**config.mk**
```make
export PLATFORM = sky130hd
export DESIGN_NAME = sha512_queue
export DESIGN_NICKNAME = d
export VERILOG_FILES = /design/src/hdl/sha512_pkg.sv /design/src/hdl/sha512_queue.sv
export SDC_FILE = /design/constraint.sdc
export NUM_CORES = 1
export LEC_CHECK = 0
export BUFFER_PORTS_ARGS = -buffer_cell sky130_fd_sc_hd__buf_2
export CAP_MARGIN = 40
export CORE_UTILIZATION = 35
export CTS_BUF_LIST = sky130_fd_sc_hd__clkbuf_4 sky130_fd_sc_hd__clkbuf_8 sky130_fd_sc_hd__clkbuf_16
export DETAILED_ROUTE_END_ITERATION = 6
export GPL_TIMING_DRIVEN = 0
export PLACE_DENSITY = 0.59
export SKIP_LAST_GASP = 1
export SLEW_MARGIN = 5
export SYNTH_ARGS = -nofsm -noshare
export SYNTH_HDL_FRONTEND = slang
export SYNTH_SLANG_ARGS = --single-unit
```
**constraint.sdc**
```tcl
create_clock -name clk -period 4.2 [get_ports clk]
set_input_delay 0.84 -clock clk [delete_from_list [all_inputs] [get_ports clk]]
set_output_delay 0.84 -clock clk [all_outputs]
set_load 0.05 [all_outputs]
```
**src/hdl/sha512_pkg.sv**
```systemverilog
// ----------------------------------------------------------------------------
// sha512_pkg
// Shared types, round constants and helper functions for the SHA-512 engine.
// ----------------------------------------------------------------------------
package sha512_pkg;

	typedef enum logic [1:0] {
		CMD_ABSORB  = 2'd0,
		CMD_FINAL   = 2'd1,
		CMD_READ    = 2'd2,
		CMD_RESTART = 2'd3
	} cmd_t;

	typedef enum logic [2:0] {
		S_IDLE,
		S_PAD,
		S_LEN,
		S_ROUND,
		S_ADD,
		S_EMIT
	} state_t;

	// where to resume once a compression finishes
	typedef enum logic [1:0] {
		RET_IDLE,
		RET_PAD,
		RET_FINAL
	} ret_t;

	// one classified command as it travels from front to back
	typedef struct packed {
		cmd_t       op;
		logic [7:0] byte_val;
		logic [2:0] nbits;
	} item_t;

	localparam logic [6:0] LEN_START  = 7'd112;
	localparam logic [6:0] BLOCK_LAST = 7'd127;
	localparam logic [6:0] ROUND_LAST = 7'd79;

	localparam logic [63:0] IV [8] = '{
		64'h6a09e667f3bcc908, 64'hbb67ae8584caa73b, 64'h3c6ef372fe94f82b,
		64'ha54ff53a5f1d36f1, 64'h510e527fade682d1, 64'h9b05688c2b3e6c1f,
		64'h1f83d9abfb41bd6b, 64'h5be0cd19137e2179
	};

	localparam logic [63:0] ROUND_K [80] = '{
		64'h428A2F98D728AE22, 64'h7137449123EF65CD, 64'hB5C0FBCFEC4D3B2F, 64'hE9B5DBA58189DBBC,
		64'h3956C25BF348B538, 64'h59F111F1B605D019, 64'h923F82A4AF194F9B, 64'hAB1C5ED5DA6D8118,
		64'hD807AA98A3030242, 64'h12835B0145706FBE, 64'h243185BE4EE4B28C, 64'h550C7DC3D5FFB4E2,
		64'h72BE5D74F27B896F, 64'h80DEB1FE3B1696B1, 64'h9BDC06A725C71235, 64'hC19BF174CF692694,
		64'hE49B69C19EF14AD2, 64'hEFBE4786384F25E3, 64'h0FC19DC68B8CD5B5, 64'h240CA1CC77AC9C65,
		64'h2DE92C6F592B0275, 64'h4A7484AA6EA6E483, 64'h5CB0A9DCBD41FBD4, 64'h76F988DA831153B5,
		64'h983E5152EE66DFAB, 64'hA831C66D2DB43210, 64'hB00327C898FB213F, 64'hBF597FC7BEEF0EE4,
		64'hC6E00BF33DA88FC2, 64'hD5A79147930AA725, 64'h06CA6351E003826F, 64'h142929670A0E6E70,
		64'h27B70A8546D22FFC, 64'h2E1B21385C26C926, 64'h4D2C6DFC5AC42AED, 64'h53380D139D95B3DF,
		64'h650A73548BAF63DE, 64'h766A0ABB3C77B2A8, 64'h81C2C92E47EDAEE6, 64'h92722C851482353B,
		64'hA2BFE8A14CF10364, 64'hA81A664BBC423001, 64'hC24B8B70D0F89791, 64'hC76C51A30654BE30,
		64'hD192E819D6EF5218, 64'hD69906245565A910, 64'hF40E35855771202A, 64'h106AA07032BBD1B8,
		64'h19A4C116B8D2D0C8, 64'h1E376C085141AB53, 64'h2748774CDF8EEB99, 64'h34B0BCB5E19B48A8,
		64'h391C0CB3C5C95A63, 64'h4ED8AA4AE3418ACB, 64'h5B9CCA4F7763E373, 64'h682E6FF3D6B2B8A3,
		64'h748F82EE5DEFB2FC, 64'h78A5636F43172F60, 64'h84C87814A1F0AB72, 64'h8CC702081A6439EC,
		64'h90BEFFFA23631E28, 64'hA4506CEBDE82BDE9, 64'hBEF9A3F7B2C67915, 64'hC67178F2E372532B,
		64'hCA273ECEEA26619C, 64'hD186B8C721C0C207, 64'hEADA7DD6CDE0EB1E, 64'hF57D4F7FEE6ED178,
		64'h06F067AA72176FBA, 64'h0A637DC5A2C898A6, 64'h113F9804BEF90DAE, 64'h1B710B35131C471B,
		64'h28DB77F523047D84, 64'h32CAAB7B40C72493, 64'h3C9EBE0A15C9BEBC, 64'h431D67C49C100D4C,
		64'h4CC5D4BECB3E42B6, 64'h597F299CFC657E2A, 64'h5FCB6FAB3AD6FAEC, 64'h6C44198C4A475817
	};

	function automatic logic [63:0] big_sigma0(input logic [63:0] x);
		big_sigma0 = {x[27:0], x[63:28]} ^ {x[33:0], x[63:34]} ^ {x[38:0], x[63:39]};
	endfunction

	function automatic logic [63:0] big_sigma1(input logic [63:0] x);
		big_sigma1 = {x[13:0], x[63:14]} ^ {x[17:0], x[63:18]} ^ {x[40:0], x[63:41]};
	endfunction

	function automatic logic [63:0] small_sigma0(input logic [63:0] x);
		small_sigma0 = {x[0], x[63:1]} ^ {x[7:0], x[63:8]} ^ (x >> 7);
	endfunction

	function automatic logic [63:0] small_sigma1(input logic [63:0] x);
		small_sigma1 = {x[18:0], x[63:19]} ^ {x[60:0], x[63:61]} ^ (x >> 6);
	endfunction

endpackage

```
**src/hdl/sha512_queue.sv**
```systemverilog
// ----------------------------------------------------------------------------
// sha512_queue
// Two-entry command queue between the front and the back.
// ----------------------------------------------------------------------------
module sha512_queue import sha512_pkg::*; (
	input  logic  clk,
	input  logic  arst_n,
	input  logic  push,
	input  item_t push_item,
	output logic  full,
	input  logic  pop,
	output logic  head_valid,
	output item_t head_item
);

	item_t      mem_q [2];
	logic       wr_q;
	logic       rd_q;
	logic [1:0] count_q;

	assign full = count_q == 2'd2;
	assign head_valid = count_q != 2'd0;
	assign head_item = mem_q[rd_q];

	// advance pointers and count
	always_ff @(posedge clk or negedge arst_n) begin
		if (!arst_n) begin
			wr_q <= 1'b0;
			rd_q <= 1'b0;
			count_q <= 2'd0;
		end else begin
			if (push) wr_q <= ~wr_q;
			if (pop) rd_q <= ~rd_q;
			count_q <= count_q + {1'b0, push} - {1'b0, pop};
		end
	end

	// hold entries
	always_ff @(posedge clk) begin
		if (push) mem_q[wr_q] <= push_item;
	end

	assert property (@(posedge clk) disable iff (!arst_n) pop |-> head_valid)
		else $error("pop from empty queue");
	assert property (@(posedge clk) disable iff (!arst_n) push |-> !full)
		else $error("push into full queue");
	assert property (@(posedge clk) disable iff (!arst_n)
		(count_q == 2'd0) |-> (wr_q == rd_q))
		else $error("queue pointers disagree with empty count");

endmodule

```
Word-level counts from Yosys, hierarchy flattened
Memory sizes are Yosys's and may differ from the RTL's.
Cells that the tools add are included.
W data, S select, Z words.
{"block": "word_totals", "register_bits": 4, "output_inout_bits": 15, "ram_bits": 26, "memories": 1, "input_bits": 17, "wordCells": 12}
{"block": "op_classes", "n_mux": 2, "reduce_logical": 1, "n_bitwise": 2, "n_eq_ne": 1, "n_addsub": 2}
{"name": "mem_q", "words": 2, "word_bits": 13, "read_ports": 1, "rd_ports_with_merged_regs": 0, "write_ports": 1, "line": "sha512_queue.sv:16", "source": "item_t mem_q [2];"}
{"op": "$add A2 B1 Y2", "count": 1}
{"op": "$eq A2 B2 Y1 const B", "count": 1}
{"op": "$mux W1", "count": 2}
{"op": "$not A1 Y1", "count": 2}
{"op": "$reduce_bool A2 Y1", "count": 1}
{"op": "$sub A2 B1 Y2", "count": 1}

Logic depth before layout (Yosys ltp)
{"block": "depth", "ltp_word": 2, "mapped_depth": 5, "ltp_nobuf": 5}

Least setup slack after synthesis
Ideal clock, no wire load.
{"block": "synth_timing", "path_kind": "register to output", "from": "reg count_q[1]", "to": "out full", "n_path_buf": 0, "required_time_ps": 3360, "path_slack_ps": 2285, "arrival_time_ps": 1075, "stages_incl_launch_ff": 2, "path_cell_list": "dfrtp_1 nor2b_1"}
{"block": "synth_between", "elab_chain_len": 1}
{"element": "start, declared", "line": "sha512_queue.sv:19", "source": "logic [1:0] count_q;"}
{"element": "start signal, assigned", "line": "sha512_queue.sv:34", "source": "count_q <= count_q + {1'b0, push} - {1'b0, pop};"}
{"element": "$eq A2 B2 Y1", "line": "sha512_queue.sv:21", "source": "assign full = count_q == 2'd2;"}
{"element": "end, declared", "line": "sha512_queue.sv:10", "source": "output logic full,"}
No other way between the ends.

==> results.sh <==
export IMPL_worst_pin_slew_ps=641
export IMPL_clk_insertion_delay_late_ps=320
export IMPL_yosysUniqueCellTypes=11
export IMPL_grt_use_total_pct=10.5
export IMPL_crit_type="register to output port"
export IMPL_setup_viol=0
export IMPL_grt_busiest_layer="met2"
export IMPL_met3_usage_pct=7.64
export IMPL_async_reset_ff_share_pct=13.3
export IMPL_nNetsFinal=113
export IMPL_ioPinCount=32
export IMPL_synth_mux_area_share_pct=12.9
export IMPL_crit_required_ps=3360
export IMPL_max_slew_margin_pct=57.3
export IMPL_postRouteAntennaNets=0
export IMPL_grt_met1_usage_pct=10.9
export IMPL_setup_tns_ps=0
export IMPL_p_leak_nw=0.568
export IMPL_avgSynthCellArea_sq_um=20.7
export IMPL_clockRootBuffer="clkbuf_4"
export IMPL_yosys_warnings=0
export IMPL_io_buffers=31
export IMPL_min_period_over_period_pct=56.8
export IMPL_core_area_sq_um=3080
export IMPL_cts_htree_levels=2
export IMPL_timing_fmax_mhz=419
export IMPL_overflow=0
export IMPL_dr_first_iter_drc_count=6
export IMPL_die_h_um=59.0
export IMPL_hpwl_um=1120
export IMPL_startpoint_type="register"
export IMPL_fin_skew_ps=6.93
export IMPL_crit_fanout=10
export IMPL_synth_top_area_share_pct=68.6
export IMPL_diodes=0
export IMPL_synthCells=55
export IMPL_drcViolationCount=0
export IMPL_die_w_um=59.0
export IMPL_drt_pass1_iterations=4
export IMPL_cts_sinks=30
export IMPL_viasPerCell=4.25
export IMPL_grt_max_degree=14
export IMPL_yosys_top_cells_count="26 x edfxtp_1, 13 x mux2_2, 4 x dfrtp_1"
export IMPL_initial_core_util_pct=37.0
export IMPL_dieArea_sq_um=3480
export IMPL_antenna_found_initial=0
export IMPL_grt_pass1_wl_um=2350
export IMPL_drive_gt1_share_pct=56.8
export IMPL_post_synth_top_count_cell="edfxtp_1"
export IMPL_synthAdderAreaFrac_pct=2.20
export IMPL_cts_buffers=5
export IMPL_instances_no_fill=139
export IMPL_cts_tree="yes"
export IMPL_synth_xor_area_share_pct=3.63
export IMPL_arrival_ps=1540
export IMPL_worstSetupEndpoint="head_item[11]"
export IMPL_worst_r2r_path_depth=2
export IMPL_status="completed"
export IMPL_syn_area_sq_um=1140
export IMPL_dp_cells=131
export IMPL_wirelength_um=1640
export IMPL_ys_ff_latch=30
export IMPL_fin_crit_ps=2380
export IMPL_synth_top_family_by_area="multiplexers"
export IMPL_synth_edff_count=26
export IMPL_cts_resized=0
export IMPL_use_met2_pct=15.7
export IMPL_syn2layout_area_growth_pct=24.2
export IMPL_synth_top_area_cell="edfxtp_1"
export IMPL_gp_congestion=0.645
export IMPL_hp_class="input pin to asynchronous set/reset pin"
export IMPL_num_rows=20
export IMPL_worstReg2RegStart="wr_q$_DFFE_PN0P_"
export IMPL_final_hold_viol_count=0
export IMPL_grt_pass1_vias=552
export IMPL_cp_startpoint="rd_q$_DFFE_PN0P_"
export IMPL_syn_nets=74
export IMPL_powerDensity_nw_per_um2=753
export IMPL_crit_path_end_kind="output port"
export IMPL_synthSimpleGateAreaFrac_pct=2.20
export IMPL_synth_top_flop_cell="edfxtp_1"
export IMPL_maxSlewViolCount=0
export IMPL_vias=591
export IMPL_seq_area_frac_synth_pct=77.4
export IMPL_clk_pin_slew_ps=90
export IMPL_wl_per_cell_um=11.8
export IMPL_rrSetupSlack_ps=2800
export IMPL_r2r_end="mem_q[0][7]$_DFFE_PP_"
export IMPL_synth_area_top_cells="edfxtp_1 69%, mux2_2 13%, dfrtp_1 8.8%, ha_1 2.2%, xor3_1 2.1%"
export IMPL_rsz0062_at_grt="false"
export IMPL_synth_compound_area_share_pct=0
export IMPL_cts_hold_buf=0
export IMPL_ir_drop_v=0.000407
export IMPL_max_cap_violations=0
export IMPL_clk_path_buf_depth=2
export IMPL_finish_utilization_pct=45.9
export IMPL_post_cts_buffers=0
## cell usage in the layout, fill, tap and decap left out, types with 2 or more instances in the layout
cell type	instances
inv_1	2
clkbuf_4	6
xor2_1	2
buf_2	31
nor2b_1	2
dfrtp_1	4
buf_6	2
ha_1	2
edfxtp_1	26
mux2_2	13
## logic make-up (layout without fill, tap and decap cells)
group | after synthesis | in the layout
buffers and inverters | 3 | 43
muxes | 13 | 13
DFF | 30 | 30
adders and majority gates | 2 | 2
xor gates and xnor gates | 3 | 3
and+or+nand+nor | 4 | 4
## routing by layer
layer	share of wire, %	routed length [um]
met3	7.8	127
met2	47	777
met4	1.6	27
met1	43	706
met5	0	0
## registers in the layout, indices dropped and copies added (netlist names)
signal,count
mem_q,26
count_q,2
rd_q,1
wr_q,1
## cell type report
| type | count | area, sq um |
|---|---|---|
| Clock inverter | 2 | 8.76 |
| Tap cell | 44 | 55.1 |
| Timing Repair Buffer | 32 | 166 |
| Buffer | 1 | 11.3 |
| Clock buffer | 6 | 45.0 |
| Fill cell | 288 | 1670 |
| Multi-Input combinational cell | 22 | 238 |
| Inverter | 2 | 7.51 |
| Sequential cell | 30 | 881 |
## worst min path at each step
stage | start | end | slack [ps] | cells after the start
after detailed placement | wr_q$_DFFE_PN0P_ | wr_q$_DFFE_PN0P_ | 480 | 1
after floorplan | wr_q$_DFFE_PN0P_ | wr_q$_DFFE_PN0P_ | 460 | 1
final | arst_n | count_q[1]$_DFF_PN0_ | 300 | 1
after CTS | arst_n | count_q[0]$_DFF_PN0_ | 280 | 1
after global placement | wr_q$_DFFE_PN0P_ | wr_q$_DFFE_PN0P_ | 470 | 1
after global routing | arst_n | count_q[0]$_DFF_PN0_ | 280 | 1
## worst max-delay path, cell delays in order (launching register included)
cell and delay [ps]:
dfrtp_1 470, buf_6 200, mux2_2 340, buf_2 210
## where the power goes
group | switching (W) | internal, W | total [W]
Clock | 0.0000895 | 0.0000691 | 0.000159
Combinational | 0.000324 | 0.000151 | 0.000475
Sequential | 0.0000290 | 0.000402 | 0.000431
## per-stage QoR
stage / hold slack [ps] / power [W] / worst slack (ps) / cell area, sq um
2_1_floorplan: 455 / 0.000815 / 2280 / 1140
3_3_place_gp: 469 / 0.000906 / 1850 / 1350
3_5_place_dp: 479 / 0.000919 / 2160 / 1360
4_1_cts: 285 / 0.00108 / 1760 / 1410
5_1_grt: 279 / 0.00112 / 1730 / 1410
6_report: 303 / 0.00106 / 1820 / 1410
Note: power is estimated with default switching activity, not from simulation.
