**config.mk**
```make
export PLATFORM = sky130hd
export DESIGN_NAME = sha512_front
export DESIGN_NICKNAME = d
export VERILOG_FILES = /design/src/hdl/sha512_pkg.sv /design/src/hdl/sha512_front.sv
export SDC_FILE = /design/constraint.sdc
export NUM_CORES = 1
export LEC_CHECK = 0
export ABC_CLOCK_PERIOD_IN_PS = 1200
export BUFFER_PORTS_ARGS = -buffer_cell sky130_fd_sc_hd__buf_2
export CAP_MARGIN = 10
export CORE_AREA = 2 2 39 41
export DETAILED_ROUTE_END_ITERATION = 7
export DIE_AREA = 0 0 41 43
export PLACE_DENSITY_LB_ADDON = 0.15
export SLEW_MARGIN = 25
export SYNTH_ARGS = -nofsm -noshare
export SYNTH_HDL_FRONTEND = slang
export SYNTH_SLANG_ARGS = --single-unit
```
**constraint.sdc**
```tcl
create_clock -name vclk -period 1.2
set_input_delay 0.06 -clock vclk [all_inputs]
set_output_delay 0.06 -clock vclk [all_outputs]
set_load 0.01 [all_outputs]
```
**src/hdl/sha512_pkg.sv**
```systemverilog
// ----------------------------------------------------------------------------
// sha512_pkg
// Shared types, round constants and helper functions for the SHA-512 engine.
// ----------------------------------------------------------------------------
package sha512_pkg;

	typedef enum logic [1:0] {
		CMD_ABSORB  = 2'd0,
		CMD_FINAL   = 2'd1,
		CMD_READ    = 2'd2,
		CMD_RESTART = 2'd3
	} cmd_t;

	typedef enum logic [2:0] {
		S_IDLE,
		S_PAD,
		S_LEN,
		S_ROUND,
		S_ADD,
		S_EMIT
	} state_t;

	// where to resume once a compression finishes
	typedef enum logic [1:0] {
		RET_IDLE,
		RET_PAD,
		RET_FINAL
	} ret_t;

	// one classified command as it travels from front to back
	typedef struct packed {
		cmd_t       op;
		logic [7:0] byte_val;
		logic [2:0] nbits;
	} item_t;

	localparam logic [6:0] LEN_START  = 7'd112;
	localparam logic [6:0] BLOCK_LAST = 7'd127;
	localparam logic [6:0] ROUND_LAST = 7'd79;

	localparam logic [63:0] IV [8] = '{
		64'h6a09e667f3bcc908, 64'hbb67ae8584caa73b, 64'h3c6ef372fe94f82b,
		64'ha54ff53a5f1d36f1, 64'h510e527fade682d1, 64'h9b05688c2b3e6c1f,
		64'h1f83d9abfb41bd6b, 64'h5be0cd19137e2179
	};

	localparam logic [63:0] ROUND_K [80] = '{
		64'h428A2F98D728AE22, 64'h7137449123EF65CD, 64'hB5C0FBCFEC4D3B2F, 64'hE9B5DBA58189DBBC,
		64'h3956C25BF348B538, 64'h59F111F1B605D019, 64'h923F82A4AF194F9B, 64'hAB1C5ED5DA6D8118,
		64'hD807AA98A3030242, 64'h12835B0145706FBE, 64'h243185BE4EE4B28C, 64'h550C7DC3D5FFB4E2,
		64'h72BE5D74F27B896F, 64'h80DEB1FE3B1696B1, 64'h9BDC06A725C71235, 64'hC19BF174CF692694,
		64'hE49B69C19EF14AD2, 64'hEFBE4786384F25E3, 64'h0FC19DC68B8CD5B5, 64'h240CA1CC77AC9C65,
		64'h2DE92C6F592B0275, 64'h4A7484AA6EA6E483, 64'h5CB0A9DCBD41FBD4, 64'h76F988DA831153B5,
		64'h983E5152EE66DFAB, 64'hA831C66D2DB43210, 64'hB00327C898FB213F, 64'hBF597FC7BEEF0EE4,
		64'hC6E00BF33DA88FC2, 64'hD5A79147930AA725, 64'h06CA6351E003826F, 64'h142929670A0E6E70,
		64'h27B70A8546D22FFC, 64'h2E1B21385C26C926, 64'h4D2C6DFC5AC42AED, 64'h53380D139D95B3DF,
		64'h650A73548BAF63DE, 64'h766A0ABB3C77B2A8, 64'h81C2C92E47EDAEE6, 64'h92722C851482353B,
		64'hA2BFE8A14CF10364, 64'hA81A664BBC423001, 64'hC24B8B70D0F89791, 64'hC76C51A30654BE30,
		64'hD192E819D6EF5218, 64'hD69906245565A910, 64'hF40E35855771202A, 64'h106AA07032BBD1B8,
		64'h19A4C116B8D2D0C8, 64'h1E376C085141AB53, 64'h2748774CDF8EEB99, 64'h34B0BCB5E19B48A8,
		64'h391C0CB3C5C95A63, 64'h4ED8AA4AE3418ACB, 64'h5B9CCA4F7763E373, 64'h682E6FF3D6B2B8A3,
		64'h748F82EE5DEFB2FC, 64'h78A5636F43172F60, 64'h84C87814A1F0AB72, 64'h8CC702081A6439EC,
		64'h90BEFFFA23631E28, 64'hA4506CEBDE82BDE9, 64'hBEF9A3F7B2C67915, 64'hC67178F2E372532B,
		64'hCA273ECEEA26619C, 64'hD186B8C721C0C207, 64'hEADA7DD6CDE0EB1E, 64'hF57D4F7FEE6ED178,
		64'h06F067AA72176FBA, 64'h0A637DC5A2C898A6, 64'h113F9804BEF90DAE, 64'h1B710B35131C471B,
		64'h28DB77F523047D84, 64'h32CAAB7B40C72493, 64'h3C9EBE0A15C9BEBC, 64'h431D67C49C100D4C,
		64'h4CC5D4BECB3E42B6, 64'h597F299CFC657E2A, 64'h5FCB6FAB3AD6FAEC, 64'h6C44198C4A475817
	};

	function automatic logic [63:0] big_sigma0(input logic [63:0] x);
		big_sigma0 = {x[27:0], x[63:28]} ^ {x[33:0], x[63:34]} ^ {x[38:0], x[63:39]};
	endfunction

	function automatic logic [63:0] big_sigma1(input logic [63:0] x);
		big_sigma1 = {x[13:0], x[63:14]} ^ {x[17:0], x[63:18]} ^ {x[40:0], x[63:41]};
	endfunction

	function automatic logic [63:0] small_sigma0(input logic [63:0] x);
		small_sigma0 = {x[0], x[63:1]} ^ {x[7:0], x[63:8]} ^ (x >> 7);
	endfunction

	function automatic logic [63:0] small_sigma1(input logic [63:0] x);
		small_sigma1 = {x[18:0], x[63:19]} ^ {x[60:0], x[63:61]} ^ (x >> 6);
	endfunction

endpackage

```
**src/hdl/sha512_front.sv**
```systemverilog
// ----------------------------------------------------------------------------
// sha512_front
// Accepts commands and classifies them; a finalize gets its padded
// trailing byte (kept bits plus marker bit) built here.
// ----------------------------------------------------------------------------
module sha512_front import sha512_pkg::*; (
	input  logic       in_valid,
	output logic       in_ready,
	input  logic [1:0] cmd,
	input  logic [7:0] data_byte,
	input  logic [2:0] partial_bits,
	output logic       push,
	output item_t      push_item,
	input  logic       queue_full
);

	logic [7:0] keep;
	logic [7:0] mark;

	// build the trailing byte of a finalize
	always_comb begin
		keep = ~(8'hFF >> partial_bits);
		mark = 8'h80 >> partial_bits;
		push_item.op = cmd_t'(cmd);
		push_item.nbits = partial_bits;
		if (cmd_t'(cmd) == CMD_FINAL) begin
			push_item.byte_val = (data_byte & keep) | mark;
		end else begin
			push_item.byte_val = data_byte;
		end
	end

	// transfer into the queue while it has room
	assign in_ready = !queue_full;
	assign push = in_valid && !queue_full;

endmodule

```
# Word level (Yosys, flattened, before mapping)
# Index checks and enable logic that the tools add are counted.
# totals
word_cells,9
regBits,0
# op_classes
n_shift,2
muxes,1
bitwise_logic,3
eq_ne,1
n_reduce_logical,2
# ops
cell,count
$shr 8x3->8 const A,2
$and 8x8->8,1
$mux 8,1
$not 8->8,1
$or 8x8->8,1
$eq 2x1->1 const B,1
$logic_and 1x1->1,1
$logic_not 1->1,1

# Depth between registers and ports, before layout
# Gate-level depths: netlist of the first run.
# logic_depth
ltp_word,5
ltp_mapped,3
ltp_nobuf,3

# Worst setup path before layout of the first run
# Ideal clock, no wire load.
# synth_timing
kind,input -> output
startpoint,in partial_bits[2]
endpoint,out push_item[9] in the netlist's numbering
required_time_ps,1140
n_path_buf,0
path_stages,3
arrival_ps,913
path_slack_ps,227
path_cell_list,or3b_4 nor2_4 mux2_1
# synth_lines
element,line,rtl
from (decl),sha512_front.sv:11,"input logic [2:0] partial_bits,"
to (decl),sha512_front.sv:13,"output item_t push_item,"

==> results by group, run 1 <==
Run status
  • Status: finished, final reports clean

Clock tree
  • Hold buffer count at cts: 0

Floorplan
  • Io pins: 30
  • Die height: 43 um
  • Die W: 41 um
  • DIE AREA: 1763 um^2
  • Row Count: 14
  • Initial Utilization: 14.01%
  • Core ar.: 1384 um^2

Pwr
  • VDD IR max: 0.00009092 V
  • Gate power share: 100.0%
  • Register share of total power: 0%
  • Switching portion of total power: 46.94%
  • Clock power frac: 0%
  • Psw: 0.00006404 W
  • Power per cell area: 362.3 nW/um^2
  • Int Pwr: 0.00007240 W
  • Pleak: 0.2171 nW

Layout
  • Commonest non-fill, non-tap cells in the layout: buf_2, nor2_1, nand2_1, buf_4
  • Antenna cells: 0
  • Layout cells sized above 1: 60.66%
  • FF/Latch Area: 0 um^2
  • Seq cells: 0
  • Final core occ: 27.22%
  • Synthesis-to-layout area growth: 94.19%
  • Clock buffers: 0
  • Net count, final: 78
  • Most common cell after layout, fill and taps aside: buf_2
  • # fillers: 167

Placement
  • Dpl ws: 0.01176 ns
  • RD Place Congestion: 0.6821
  • I/O Buffers: 30
  • DP Wirelength: 552 um

Critical path
  • CP arrival: 1.11 ns
  • Critical Path RT: 1.14 ns
  • Crit end category: output port
  • Crit start category: input port
  • Maximum net fanout on the critical path: 3
  • Crit path kind: in2out

Timing
  • Final worst setup slack: 0.02836 ns
  • Final Slew Violations: 0
  • Final Hold Viols: 0
  • Worst slew pin tran: 0.2924 ns
  • Relative slew slack: 80.47%
  • Achievable Freq: 0.8535 GHz
  • Period utilization: 97.64%
  • Unrepaired setup endpoints after global routing: no
  • Crit path time final: 1.172 ns
  • Setup violators final: 0
  • Final TNS setup: 0 ns

Global route
  • Met1 Usage GRT: 10.13%
  • Vias in the first global route: 232
  • Total GRT Usage: 6.593%
  • Initial antenna violation count: 0
  • Largest net degree at the start of global routing: 8
  • First-pass GRT wire length: 890 um
  • Grt met3 use: 0%
  • Grt met2 use: 10.63%
  • GR peak layer: met2
  • Total gr overflow: 0

Yosys
  • Synth Cell Area: 193.9 um^2
  • YS warnings: 0
  • Synthesized area per cell: 6.061 um^2
  • Cell variety after synth: 16
  • Top cell type's share of synthesized area: 19.35%
  • Synth area leader: buf_4
  • Post-Syn Nets: 47
  • Post-synthesis sequential area ratio: 0%
  • Synth top area cells: buf_4, nor2_1, nand2_1
  • Cells after synthesis: 32

Drt
  • Drt wl/cell: 8.364 um
  • Vias: 299
  • Vias per cell: 3.883
  • DRC: 0
  • Pre-antenna DRT Iters: 4
  • Antenna Nets Post-Route: 0
  • Final wirelength: 644 um
  • Initial drt markers: 7

Worst hold path
  • Hold WC Path Type: in2out
  • Hold path depth: 2

Job
  • Max-cap violations: 0
-- Yosys cell counts --
library cell	n
mux2_1	1
nand3_1	2
nor2_4	1
a21o_1	1
nand2_1	4
a2bb2oi_1	1
nor2_1	7
nor2b_1	2
inv_1	1
or3b_4	1
nand4b_1	1
buf_4	5
a22o_1	1
o21ai_0	1
nand2b_1	1
a21oi_1	2
-- through the flow --
| stage | hold slack [ns] | area (um^2) | total power [W] | cells |
|---|---|---|---|---|
| 2_1_floorplan | 0.1635 | 193.9 | 0.00006491 | 32 |
| 5_1_grt | 0.3135 | 376.6 | 0.0001498 | 77 |
| 3_5_place_dp | 0.3507 | 341.6 | 0.0001251 | 75 |
| 6_report | 0.3044 | 376.6 | 0.0001364 | 77 |
| 4_1_cts | 0.3502 | 341.6 | 0.0001257 | 75 |
| 3_3_place_gp | 0.3499 | 341.6 | 0.0001255 | 75 |
-- layout make-up --
class	count	area (um^2)	share of cell area, %
repair buffers	34	196.4	52.16
multi-input cells	26	156.4	41.53
well taps	16	20.02	5.316
inverters	1	3.754	0.9967
-- final timing paths --
path	start	end
worst min-delay path	cmd[1]	push_item[12]
worst max-delay path	cmd[1]	push_item[9]
-- cells by family after synthesis --
logic type	share of synthesized area (%)
muxes	5.806
AOI/OAI and AO/OA	20.65
and+or+nand+nor	52.26
buffers and inverters	21.29
-- power groups by stage --
stage / clock (W) / combinational [W] / sequential, W
floorplan: 0 / 0.0000649 / 0
global placement: 0 / 0.000126 / 0
detailed placement: 0 / 0.000125 / 0
CTS: 0 / 0.000126 / 0
global route: 0 / 0.000150 / 0
finish: 0 / 0.000136 / 0
-- what timing repair did --
item,4_1_cts,5_1_grt
endpoints found under the setup margin,0,1
setup buffers,0,2
endpoints found under the hold margin,0,0
resized for setup,0,5
-- routing by layer --
metal	wire length [um]	share of wire [%]
met2	287	45
met1	302	47
met3	54	8.4
met5	0	0
met4	0	0
-- worst max-delay path, stage by stage --
cell,delay [ns]
buf_8,0.10
or3b_4,0.40
nor2_4,0.13
mux2_4,0.31
buf_6,0.12
Note: power is estimated with default switching activity, not from simulation.
==> run 2: changes to the inputs <==
--- a/config.mk
+++ b/config.mk
@@ -6,4 +6,5 @@
 export NUM_CORES = 1
 export LEC_CHECK = 0
+export ABC_AREA = 1
 export ABC_CLOCK_PERIOD_IN_PS = 1200
 export BUFFER_PORTS_ARGS = -buffer_cell sky130_fd_sc_hd__buf_2
==> constraint.sdc (replaced) <==
create_clock -name vclk -period 1.2
set_input_delay 0.12 -clock vclk [all_inputs]
set_output_delay 0.12 -clock vclk [all_outputs]
set_load 0.01 [all_outputs]
==> run 2 against run 1 <==
Maximum frequency grew 23%. Via count grew 20%. Global-route usage grew 1.1 points. Final area grew 0.66%. Critical path type unchanged. Largest cell class is now multi-input gates. Highest routed layer unchanged.
==> results by group, run 2 <==
Layout
  • Finished Layout Cells: 91 (was 77)
  • Clock buffers: 0 (unchanged)
  • Layout cells sized above 1: 48.00% (was 60.66%)
  • Synthesis-to-layout area growth: 53.81% (was 94.19%)
  • Antenna cells: 0 (unchanged)
  • FF/Latch Area: 0 um^2 (unchanged)
  • Most common cell after layout, fill and taps aside: buf_2 (unchanged)
  • Commonest non-fill, non-tap cells in the layout: buf_2, nand2_1, inv_1 (was buf_2, nor2_1, nand2_1, buf_4)
  • Net count, final: 92 (was 78)
  • Seq cells: 0 (unchanged)

Timing
  • Achievable Freq: 1.053 GHz (was 0.8535 GHz)
  • Crit path time final: 0.9499 ns (was 1.172 ns)
  • Final Slew Violations: 0 (unchanged)
  • Final Hold Viols: 0 (unchanged)
  • Final TNS setup: 0 ns (unchanged)
  • Setup violators final: 0 (unchanged)
  • Worst slew pin tran: 0.1708 ns (was 0.2924 ns)
  • Unrepaired setup endpoints after global routing: no (unchanged)
  • Relative slew slack: 88.58% (was 80.47%)
  • Period utilization: 79.16% (was 97.64%)

Yosys
  • Synth Cell Area: 246.5 um^2 (was 193.9 um^2)
  • Top cell type's share of synthesized area: 19.80% (was 19.35%)
  • Synth area leader: nand2_1 (was buf_4)
  • Post-synthesis sequential area ratio: 0% (unchanged)
  • Synth top area cells: nand2_1, inv_1, buf_4 (was buf_4, nor2_1, nand2_1)
  • Post-Syn Nets: 65 (was 47)
  • Cells after synthesis: 50 (was 32)
  • Synthesized area per cell: 4.930 um^2 (was 6.061 um^2)
  • Most frequent cells after synthesis: nand2_1, inv_1, nand3_1 (was nor2_1, buf_4, nand2_1)
  • Most numerous cell in the Yosys netlist: nand2_1 (was nor2_1)
  • YS warnings: 0 (unchanged)
  • Cell variety after synth: 13 (was 16)

Global route
  • Initial antenna violation count: 0 (unchanged)
  • Largest net degree at the start of global routing: 8 (unchanged)
  • Total gr overflow: 0 (unchanged)
  • First-pass GRT wire length: 1014 um (was 890 um)
  • Vias in the first global route: 236 (was 232)
  • Total GRT Usage: 7.692% (was 6.593%)

Floorplan
  • Io pins: 30 (unchanged)
  • Die W: 41 um (unchanged)
  • Row Count: 14 (unchanged)
  • Die height: 43 um (unchanged)
  • Core ar.: 1384 um^2 (unchanged)
  • DIE AREA: 1763 um^2 (unchanged)
  • Initial Utilization: 17.81% (was 14.01%)

Critical path
  • Crit end category: output port (unchanged)
  • Maximum net fanout on the critical path: 6 (was 3)
  • Crit path kind: in2out (unchanged)
  • Crit path from: partial_bits[2] (was cmd[1])
  • CP arrival: 0.83 ns (was 1.11 ns)
  • Crit start category: input port (unchanged)
  • Critical Path RT: 1.08 ns (was 1.14 ns)

Drt
  • Initial drt markers: 1 (was 7)
  • Routed wl met3: 69 um (was 54 um)
  • DR top layer: met3 (unchanged)
  • Drt wl/cell: 7.758 um (was 8.364 um)
  • Met2 WL post-DR: 337 um (was 287 um)
  • Pre-antenna DRT Iters: 2 (was 4)
  • Final wirelength: 706 um (was 644 um)
  • Metal1 wirelength: 299 um (was 302 um)
  • Vias: 360 (was 299)
  • DRC: 0 (unchanged)
  • Vias per cell: 3.956 (was 3.883)
  • Antenna Nets Post-Route: 0 (unchanged)

Pwr
  • Pleak: 0.2705 nW (was 0.2171 nW)
  • VDD IR max: 0.00007980 V (was 0.00009092 V)
  • Power per cell area: 351.1 nW/um^2 (was 362.3 nW/um^2)

Worst hold path
  • Hold path endpoint: in_ready (was push_item[12])
  • Hold path depth: 3 (was 2)
  • Hold path start: queue_full (was cmd[1])
  • Hold WC Path Type: in2out (unchanged)

Placement
  • DP Wirelength: 605.9 um (was 552 um)
  • RD Place Congestion: 0.6072 (was 0.6821)
  • Dpl cells: 91 (was 75)
  • I/O Buffers: 30 (unchanged)

Clock tree
  • Setup Fix Bufs, Post-CTS: 0 (unchanged)
  • Hold buffer count at cts: 0 (unchanged)
  • Post-CTS sizing: 0 (unchanged)

Run status
  • Status: finished, final reports clean (unchanged)

Job
  • Max-cap violations: 0 (unchanged)
-- run 2: worst max path at each step --
stage,endpoint,slack [ns],cells after the start
floorplan,push_item[6],0.50,4
global placement,push_item[7],0.23,6
detailed placement,push_item[7],0.25,6
CTS,push_item[7],0.24,6
global route,push_item[7],0.10,6
finish,push_item[7],0.25,6
-- run 2: final cells by class --
type	instances	area [um^2]
well taps	16	20.02
inverters	14	52.55
fillers	168	1005
repair buffers	30	150.1
multi-input cells	31	156.4
-- run 2: power breakdown --
group / internal (W) / total [W] / switching [W]
registers: 0 / 0 / 0
logic: 0.0000588 / 0.000133 / 0.0000743
clock network: 0 / 0 / 0
total: 0.0000588 / 0.000133 / 0.0000743
-- run 2: cell families after synthesis --
group / Yosys count / synth area share (%)
AND/OR/NAND/NOR: 24 / 45.18
buffers and inverters: 19 / 36.55
AO/OA/AOI/OAI: 7 / 18.27
-- run 2: per-stage QoR --
step | instance area [um^2] | total power (W) | worst slack (ns) | util, % | hold WS [ns]
CTS | 379.1 | 0.0001355 | 0.2448 | 27.40 | 0.4794
finish | 379.1 | 0.0001331 | 0.2501 | 27.40 | 0.4781
floorplan | 246.5 | 0.00007687 | 0.4999 | - | 0.2835
global route | 379.1 | 0.0001500 | 0.1044 | 27.40 | 0.4898
detailed placement | 379.1 | 0.0001352 | 0.2457 | 27.40 | 0.4795
global placement | 379.1 | 0.0001348 | 0.2282 | 27.40 | 0.4762
-- run 2: critical path, cell delays in order --
cell,delay (ns)
buf_2,0.14
inv_2,0.09
nand3_1,0.13
o21ai_0,0.17
inv_1,0.05
buf_2,0.13
-- run 2: per-layer routing --
metal	global-route usage, %	vias up
met3	0.5236	0
li1	-	195
met5	0	-
met2	12.19	14
met1	11.71	151
met4	0	0
==> run 3: changes to the inputs <==
- ABC_AREA: 1 -> 0
- ABC_CLOCK_PERIOD_IN_PS: 1200 -> 930
- clock period: 1.2 -> 0.93 ns (I/O delays scaled with it)
==> run 3 against run 2 <==
The flow now finishes with violations (negative setup slack). Non-clock buffer count increased by 4. Clock-buffer cell count unchanged. Combinational power increased by 36%. Wire length decreased by 6.7%. Total power increased by 36%. Global-route usage decreased by 1.4 points. First-iteration DRC count increased to 8.0 times the previous value. Final area increased by 1.7%. Sequential cell count unchanged. Sequential share of layout area unchanged. Via count decreased by 11%.
==> results by group, run 3 (synthesized netlist as in run 1, its figures left out) <==
Run status
  • Status: finished with violations (was finished, final reports clean)
  • Failing checks: negative setup slack

Floorplan
  • Core ar.: 1384 um^2 (unchanged)
  • Row Count: 14 (unchanged)
  • Io pins: 30 (unchanged)
  • Die W: 41 um (unchanged)
  • DIE AREA: 1763 um^2 (unchanged)
  • Die height: 43 um (unchanged)
  • Initial Utilization: 14.01% (was 17.81%)

Global route
  • First-pass GRT wire length: 855 um (was 1014 um)
  • Met1 Usage GRT: 10.13% (was 11.71%)
  • Initial antenna violation count: 0 (unchanged)
  • Total gr overflow: 0 (unchanged)
  • Grt met3 use: 0% (was 0.5236%)
  • Vias in the first global route: 225 (was 236)
  • Largest net degree at the start of global routing: 8 (unchanged)
  • GR peak layer: met1 (was met2)
  • Total GRT Usage: 6.294% (was 7.692%)
  • Grt met2 use: 9.688% (was 12.19%)

Pwr
  • Power per cell area: 469.8 nW/um^2 (was 351.1 nW/um^2)
  • Pleak: 0.2204 nW (was 0.2705 nW)
  • Overall power: 0.0001810 W (was 0.0001331 W)
  • VDD IR max: 0.0001486 V (was 0.00007980 V)

Critical path
  • Crit path largest cell delay: 0.41 ns (was 0.17 ns)
  • Cell family with most CP delay: simple AND/OR/NAND/NOR gates (was buffers and inverters)
  • Crit start category: input port (unchanged)
  • Crit-path slowest cell: or3b_4 (was o21ai_0)
  • CP bufs+invs: 2 (was 4)
  • Cell mode on critical path: buf_6 (was buf_2)
  • CP arrival: 1.12 ns (was 0.83 ns)
  • Critical Path End: push_item[9] (was push_item[7])
  • Critical Path RT: 0.84 ns (was 1.08 ns)
  • Crit path kind: in2out (unchanged)
  • Crit path from: partial_bits[2] (unchanged)
  • Maximum net fanout on the critical path: 2 (was 6)
  • Worst-path cell chain: buf_6, or3b_4, nor2_4, mux2_4, buf_6 (was buf_2, inv_2, nand3_1, o21ai_0, inv_1, buf_2)
  • Crit end category: output port (unchanged)
  • Stages on the worst setup path: 5 (was 6)

Timing
  • Worst slew pin tran: 0.1757 ns (was 0.1708 ns)
  • Unrepaired setup endpoints after global routing: yes (was no)
  • Final worst setup slack: -0.2876 ns (was 0.2501 ns)
  • Crit path time final: 1.218 ns
  • Setup violators final: 3 (was 0)
  • Final Slew Violations: 0 (unchanged)
  • Achievable Freq: 0.8213 GHz
  • Final Hold Viols: 0 (unchanged)
  • Final hold slack: 0.3795 ns (was 0.4781 ns)
  • Final TNS setup: -0.4816 ns (was 0 ns)
  • Relative slew slack: 88.29% (was 88.58%)
  • Period utilization: 130.9%

Layout
  • Seq cells: 0 (unchanged)
  • Commonest non-fill, non-tap cells in the layout: buf_2, nor2_1, nand2_1, buf_6, buf_4 (was buf_2, nand2_1, inv_1)
  • Most common cell after layout, fill and taps aside: buf_2 (unchanged)
  • Synthesis-to-layout area growth: 98.71% (was 53.81%)
  • Clock buffers: 0 (unchanged)
  • FF/Latch Area: 0 um^2 (unchanged)
  • Finished Layout Cells: 77 (was 91)
  • Layout cells sized above 1: 60.66% (was 48.00%)
  • Net count, final: 78 (was 92)
  • Area of the multi-input gates: 156.4 um^2 (unchanged)
  • Antenna cells: 0 (unchanged)
  • Final core occ: 27.85% (was 27.40%)
  • # fillers: 165 (was 168)

Placement
  • RD Place Congestion: 0.6204 (was 0.6072)
  • Dpl cells: 76 (was 91)
  • DP Wirelength: 562.5 um (was 605.9 um)
  • I/O Buffers: 30 (unchanged)

Drt
  • Pre-antenna DRT Iters: 4 (was 2)
  • Drt wl/cell: 8.558 um (was 7.758 um)
  • Vias per cell: 4.143 (was 3.956)
  • Vias: 319 (was 360)
  • Antenna Nets Post-Route: 0 (unchanged)
  • DRC: 0 (unchanged)
  • Initial drt markers: 8 (was 1)
  • Final wirelength: 659 um (was 706 um)

Clock tree
  • Hold buffer count at cts: 0 (unchanged)

Worst hold path
  • Hold WC Path Type: in2out (unchanged)

Job
  • Max-cap violations: 0 (unchanged)
run 3: through the flow:
stage / area [um^2] / setup WS, ns
CTS: 372.9 / -0.3091
floorplan: 197.7 / -0.06818
finish: 385.4 / -0.2876
global route: 385.4 / -0.3066
global placement: 352.8 / -0.3086
detailed placement: 352.8 / -0.3183
run 3: final cells by class:
| cell class | instances | share of cell area, % |
|---|---|---|
| multi-input combinational | 26 | 40.58 |
| timing repair buffer | 34 | 53.25 |
| tap | 16 | 5.195 |
| inverter | 1 | 0.9740 |
run 3: metal layers:
layer	share of wire, %	up-vias
met4	0	0
li1	-	162
met2	50	13
met5	0	-
met1	44	144
met3	6.1	0
run 3: power by group:
| group | internal [W] | switching (W) |
|---|---|---|
| Clock | 0 | 0 |
| Combinational | 0.0000971 | 0.0000840 |
| Sequential | 0 | 0 |
run 3: how the worst min path moves through the flow:
| stage | end | from | cells past startpoint | slack, ns |
|---|---|---|---|---|
| floorplan | in_ready | queue_full | 1 | 0.23 |
| global placement | in_ready | queue_full | 3 | 0.42 |
| detailed placement | push_item[11] | cmd[0] | 2 | 0.41 |
| CTS | push_item[12] | cmd[1] | 2 | 0.38 |
| global route | push_item[12] | cmd[1] | 2 | 0.39 |
| finish | push_item[12] | cmd[1] | 2 | 0.38 |
run 3: what timing repair did:
| item | CTS | global route |
|---|---|---|
| resized for setup | 3 | 2 |
| buffers inserted | 1 | 0 |
| setup endpoints to repair | 4 | 5 |
| endpoints found under the hold margin | 0 | 0 |
| pin swaps | 3 | 2 |
